File: src/rtl/core/uvs_pkg.sv
// Shared types, constants and arithmetic helpers of the UV sphere quad tessellator.
package uvs_pkg;

   localparam int DEF_MAX_DIVISIONS = 256;
   localparam int DEF_CORDIC_STEPS  = 16;
   localparam int MAX_STEPS         = 24;

   localparam int IDX_W     = 8;    // stack / slice index of a request
   localparam int EXT_W     = 9;    // index plus one (vertex band / segment)
   localparam int CNT_REG_W = 9;    // count registers
   localparam int RAD_W     = 16;   // radius, Q8.8
   localparam int QUOT_W    = 33;   // floor(2^32 / n), n >= 1
   localparam int PHASE_W   = 32;   // angle phase, 2^-32 turn
   localparam int ANG_W     = 34;   // CORDIC datapath, Q2.30 plus headroom
   localparam int UNIT_W    = 16;   // Q2.14
   localparam int POS_W     = 24;   // Q9.15
   localparam int TEX_W     = 17;   // Q1.16
   localparam int CSR_IDX_W = 2;
   localparam int CSR_DAT_W = 16;
   localparam int REQ_W     = 16;
   localparam int RSP_W     = 160;

   localparam logic signed [ANG_W-1:0] CORDIC_X0 = 34'sd652032874;
   localparam logic [PHASE_W-1:0]      RAD_SCALE = 32'd3373259426;
   localparam logic [TEX_W-1:0]        TEX_ONE   = 17'd65536;

   // Register map of the configuration port
   typedef enum logic [CSR_IDX_W-1:0] {
      CSR_STACK_COUNT   = 2'd0,
      CSR_SLICE_COUNT   = 2'd1,
      CSR_SPHERE_RADIUS = 2'd2
   } csr_reg_type;

   // Data that rides along a vertex through the pipeline
   typedef struct packed {
      logic [TEX_W-1:0] tex_s;
      logic [TEX_W-1:0] tex_t;
      logic [1:0]       corner;
      logic             last;
      logic [1:0]       quad_r;
      logic [1:0]       quad_t;
   } vtx_side_type;

   // atan(2^-k) in Q2.30 radians, truncated
   function automatic logic signed [ANG_W-1:0] atan_q30(input int k);
      logic signed [ANG_W-1:0] v;
      unique case (k)
         0:  v = 34'sd843314856;
         1:  v = 34'sd497837829;
         2:  v = 34'sd263043836;
         3:  v = 34'sd133525158;
         4:  v = 34'sd67021686;
         5:  v = 34'sd33543515;
         6:  v = 34'sd16775850;
         7:  v = 34'sd8388437;
         8:  v = 34'sd4194282;
         9:  v = 34'sd2097149;
         10: v = 34'sd1048575;
         11: v = 34'sd524287;
         12: v = 34'sd262143;
         13: v = 34'sd131071;
         14: v = 34'sd65535;
         15: v = 34'sd32767;
         16: v = 34'sd16383;
         17: v = 34'sd8191;
         18: v = 34'sd4095;
         19: v = 34'sd2047;
         20: v = 34'sd1023;
         21: v = 34'sd511;
         22: v = 34'sd255;
         23: v = 34'sd127;
         default: v = '0;
      endcase
      return v;
   endfunction

   // Clamp to [-1.0, 1.0] in Q2.14
   function automatic logic signed [UNIT_W-1:0] clamp_unit(input logic signed [35:0] v);
      logic signed [UNIT_W-1:0] r;
      if (v > 36'sd16384)
         r = 16'sd16384;
      else if (v < -36'sd16384)
         r = -16'sd16384;
      else
         r = v[UNIT_W-1:0];
      return r;
   endfunction

   // Q2.30 CORDIC output to Q2.14, round half up, clamped
   function automatic logic signed [UNIT_W-1:0] round_unit(input logic signed [ANG_W-1:0] v);
      logic signed [ANG_W:0] t;
      t = $signed({v[ANG_W-1], v}) + 35'sd32768;
      return clamp_unit(36'(t >>> 16));
   endfunction

endpackage

File: src/rtl/core/uvs_recip.sv
// Bit-serial restoring divider: floor(2^32 / n) and its remainder.
module uvs_recip import uvs_pkg::*; #(
   parameter int CNT_W = 9
) (
   input  logic              clock,
   input  logic              reset,
   input  logic              start,
   input  logic [CNT_W-1:0]  divisor,
   output logic              busy,
   output logic [QUOT_W-1:0] quot,
   output logic [CNT_W-1:0]  rem
);

   localparam int CW = $clog2(QUOT_W + 1);

   logic              run_ff;
   logic [CW-1:0]     cnt_ff;
   logic [CNT_W-1:0]  dvs_ff;
   logic [CNT_W-1:0]  rem_ff;
   logic [QUOT_W-1:0] quot_ff;
   logic [CNT_W:0]    trial;
   logic              ge;

   // Dividend is 2^32: only its top bit is set
   always_comb begin
      trial = {rem_ff, (cnt_ff == CW'(QUOT_W))};
      ge    = trial >= {1'b0, dvs_ff};
   end

   // Step control
   always_ff @(posedge clock) begin
      if (reset) begin
         run_ff <= 1'b0;
      end else if (start) begin
         run_ff <= 1'b1;
      end else if (run_ff && cnt_ff == CW'(1)) begin
         run_ff <= 1'b0;
      end
   end

   // One quotient bit per cycle
   always_ff @(posedge clock) begin
      if (start) begin
         cnt_ff  <= CW'(QUOT_W);
         dvs_ff  <= divisor;
         rem_ff  <= '0;
         quot_ff <= '0;
      end else if (run_ff) begin
         cnt_ff  <= cnt_ff - 1'b1;
         rem_ff  <= ge ? CNT_W'(trial - {1'b0, dvs_ff}) : CNT_W'(trial);
         quot_ff <= {quot_ff[QUOT_W-2:0], ge};
      end
   end

   assign busy = run_ff;
   assign quot = quot_ff;
   assign rem  = rem_ff;

endmodule

File: config.mk
export PLATFORM = sky130hd
export DESIGN_NAME = uvs_recip
export DESIGN_NICKNAME = d
export VERILOG_FILES = /design/src/rtl/core/uvs_pkg.sv /design/src/rtl/core/uvs_recip.sv
export SDC_FILE = /design/constraint.sdc
export NUM_CORES = 1
export LEC_CHECK = 0
export CAP_MARGIN = 30
export CORE_ASPECT_RATIO = 0.75
export CORE_MARGIN = 2
export CORE_UTILIZATION = 63
export DETAILED_ROUTE_END_ITERATION = 8
export DONT_BUFFER_PORTS = 1
export PLACE_DENSITY = 0.83
export SLEW_MARGIN = 10
export SYNTH_ARGS = -nofsm -noshare
export SYNTH_HDL_FRONTEND = slang
export SYNTH_SLANG_ARGS = --single-unit
File: constraint.sdc
create_clock -name clock -period 4.2 [get_ports clock]
set_clock_uncertainty 0.2 [all_clocks]
set_input_delay 0.42 -clock clock [delete_from_list [all_inputs] [get_ports clock]]
set_output_delay 0.42 -clock clock [all_outputs]
set_load 0.005 [all_outputs]
==> summary.md <==
| Metric | Value |
|---|---|
| Skew-Pair Late Insertion Delay | 340 ps |
| Core area | 0.00398 mm² |
| Yosys top cell area share | 38.4% |
| Register bit total from synthesis | 58 |
| Worst-case reg-to-reg path depth | 12 |
| Largest net degree at the start of global routing | 52 |
| Post-DRT Antenna Nets | 0 |
| Post-layout min period | 3160 ps |
| CP Launch Type | flop |
| Post-Place Worst Slack | 1110 ps |
| Fin crit share | 75.3% |
| Sequential cell fraction of total power | 47.5% |
| First-pass GRT wire length | 7890 µm |
| Overflow after GRT | 0 |
| 1st-pass router iterations | 4 |
| Hold crit path type | input port to flop |
| DR vias/cell | 5.55 |
| CTS Buf Count | 9 |
| Max-Slew Margin vs Limit | 57.8% |
| Synth Warn # | 0 |
| Total vias in the final route | 1,776 |
| # rows | 20 |
| Initial DRC Count | 77 |
| Power Internal | 0.958 mW |
| DR WL/cell | 15.1 µm |
| Asr flop ratio synth | 0% |
| CTS tree | built |
| Final setup margin | 1040 ps |
| H-tree levels | 3 |
| VDD IR max | 0.286 mV |
| Die ar. | 0.00459 mm² |
| Pwr dens | 442 mW/mm² |
| Switching share of total power | 25.1% |
| Synth unique cells | 44 |
| Share of layout cells above drive strength 1 | 8.68% |
| Fmax | 316 MHz |
| DP HPWL | 3200 µm |
| Clock-pin slew of the registers on the worst-case setup and hold paths | 60 ps |
| # IOs | 55 |
| IO Port Bufs | 0 |
| Drt drc | 0 |
| WS Path Type | flop to flop |
| GRT Total Usage | 23.2% |
| Pins over their slew limit | 0 |
| Status | completed |
| Post-CTS setup buffer count | 0 |
| Cell area after synthesis | 0.00255 mm² |
| Gate power share | 12.1% |
| Die extent in x | 77.5 µm |
| Psw | 0.320 mW |
| Most common cell in the netlist | dfxtp_1 |
| Final hold vios | 0 |
| Min-Delay Path Depth | 2 |
| CTS Buffer Depth | 2 |
| Placer Congestion | 0.811 |
| Initial antenna violation count | 0 |
| Syn-to-layout area delta | 13.0% |
| Vias in the first global route | 1,650 |
| RSZ-0062 raised after global routing | false |
| Cell taking the most area after synthesis | dfxtp_1 |
| Ant diodes | 0 |
| Synth cell count leaders | dfxtp_1, nor2_1, mux2i_1 |
| Crit path max fanout | 16 |
| Root Buffer | clkbuf_8 |
| Post-Route WL | 4820 µm |
| Register area share after synthesis | 49.0% |
| Leak | 1.22 nW |
| Syn_nets | 273 |
| Syn Area/Cell | 10.3 µm² |
| Max Cap Violations | 0 |
| Clock share of power | 40.4% |
| Top FF cell, synth | dfxtp_1 |
| Initial Utilization | 64.2% |
| Worst EP required | 4230 ps |
| Syn Inst Count | 249 |
| Clk sinks | 58 |
| Die Ht | 59.2 µm |
| Setup violations, final | 0 |
| Worst endpoint data arrival time | 3190 ps |
| Nets@finish | 284 |
| Number of synthesized flops with an enable pin | 9 |
| Worst-margin pin slew | 624 ps |
| CP Capture Type | flop |
| Final TNS setup | 0 ps |
| Synth area leaders | dfxtp_1, mux2i_1, edfxtp_1, nor2_1, ha_1 |
==> per-stage QoR <==
step | hold slack (ps) | std cells | power [mW] | area (µm²) | util [%]
after floorplan | 275 | 249 | 0.737 | 2550 | -
after global routing | 31.0 | 320 | 1.33 | 2890 | 72.6
after CTS | 3.57 | 320 | 1.29 | 2890 | 72.6
after detailed placement | 288 | 293 | 0.755 | 2560 | 64.4
after global placement | 286 | 293 | 0.752 | 2560 | 64.4
final | 13.1 | 320 | 1.28 | 2890 | 72.6
==> state kept, by name (all words and copies together) (netlist names) <==
| register | flops |
|---|---|
| dvs_ff | 9 |
| busy | 1 |
| quot | 33 |
| cnt_ff | 6 |
| rem | 9 |
==> power by group through the flow <==
stage	combinational [mW]	clock, mW	sequential, mW
after floorplan	0.129	0	0.608
after global placement	0.133	0	0.619
after detailed placement	0.136	0	0.619
after CTS	0.154	0.526	0.607
after global routing	0.174	0.550	0.610
final	0.155	0.516	0.607
==> routing by layer <==
layer | global-route usage [%] | up-vias | wire length, µm
met5 | 0 | - | 0
li1 | - | 899 | -
met3 | 10.7 | 11 | 354
met4 | 12.0 | 0 | 93
met1 | 30.8 | 811 | 2360
met2 | 31.8 | 55 | 2010
==> layout make-up <==
| class | count | area, µm² |
|---|---|---|
| sequential | 58 | 1250 |
| clock inverter | 5 | 52.6 |
| clock buffer | 11 | 151 |
| inverter | 14 | 52.6 |
| timing repair buffer | 12 | 128 |
| fill | 271 | 1090 |
| tap | 55 | 68.8 |
| multi-input combinational | 165 | 1180 |
==> worst paths after layout <==
path | startpoint | to | slack (ps)
setup reg to reg | cnt_ff[1] | rem[2] | 1040
setup / recovery | cnt_ff[1] | rem[2] | 1040
hold / removal | start | busy | 10
hold reg to reg | cnt_ff[1] | cnt_ff[1] | 310
==> kinds of logic after synthesis <==
logic type,share of synthesized area (%)
mux,13.7
xor+xnor,3.08
fa+ha+maj,6.17
flops,49.0
buf+inv,4.75
simple gates,12.9
compound gates,10.4
==> critical path, cell delays in order, from the launching register on <==
cell and delay [ps]:
dfxtp_1 350, inv_1 70, ha_1 180, nor4b_1 160
nand2_1 80, ha_1 180, inv_1 60, fa_1 390
a21o_1 200, o211ai_1 160, o311a_1 600, nor3_1 140
a211o_1 280
==> placed cells by master, fill, tap and decap left out, types with 2 or more instances in the layout <==
master | netlist | final
a211oi_1 | 5 | 5
xnor2_1 | 5 | 5
dfxtp_1 | 49 | 48
clkinv_2 | 0 | 3
edfxtp_1 | 9 | 9
o21ai_0 | 3 | 3
a21oi_1 | 8 | 8
ha_1 | 11 | 11
nand2_1 | 7 | 7
nor4b_1 | 2 | 2
a32oi_1 | 3 | 3
nand3b_1 | 2 | 2
xor2_1 | 4 | 4
mux2i_1 | 35 | 35
and3_1 | 3 | 3
inv_1 | 14 | 14
nor3_1 | 3 | 3
and3_2 | 2 | 2
o31ai_1 | 3 | 3
nand2b_1 | 2 | 2
dlygate4sd3_1 | 0 | 10
clkbuf_8 | 0 | 11
nor2_1 | 48 | 48
==> repair_timing <==
| item | in CTS | in global routing |
|---|---|---|
| gates resized for setup | 0 | 0 |
| setup endpoints to repair | 0 | 0 |
| hold endpoints to repair | 61 | 0 |
| hold buffers | 11 | 0 |
Power figures use the tool's default switching activity.
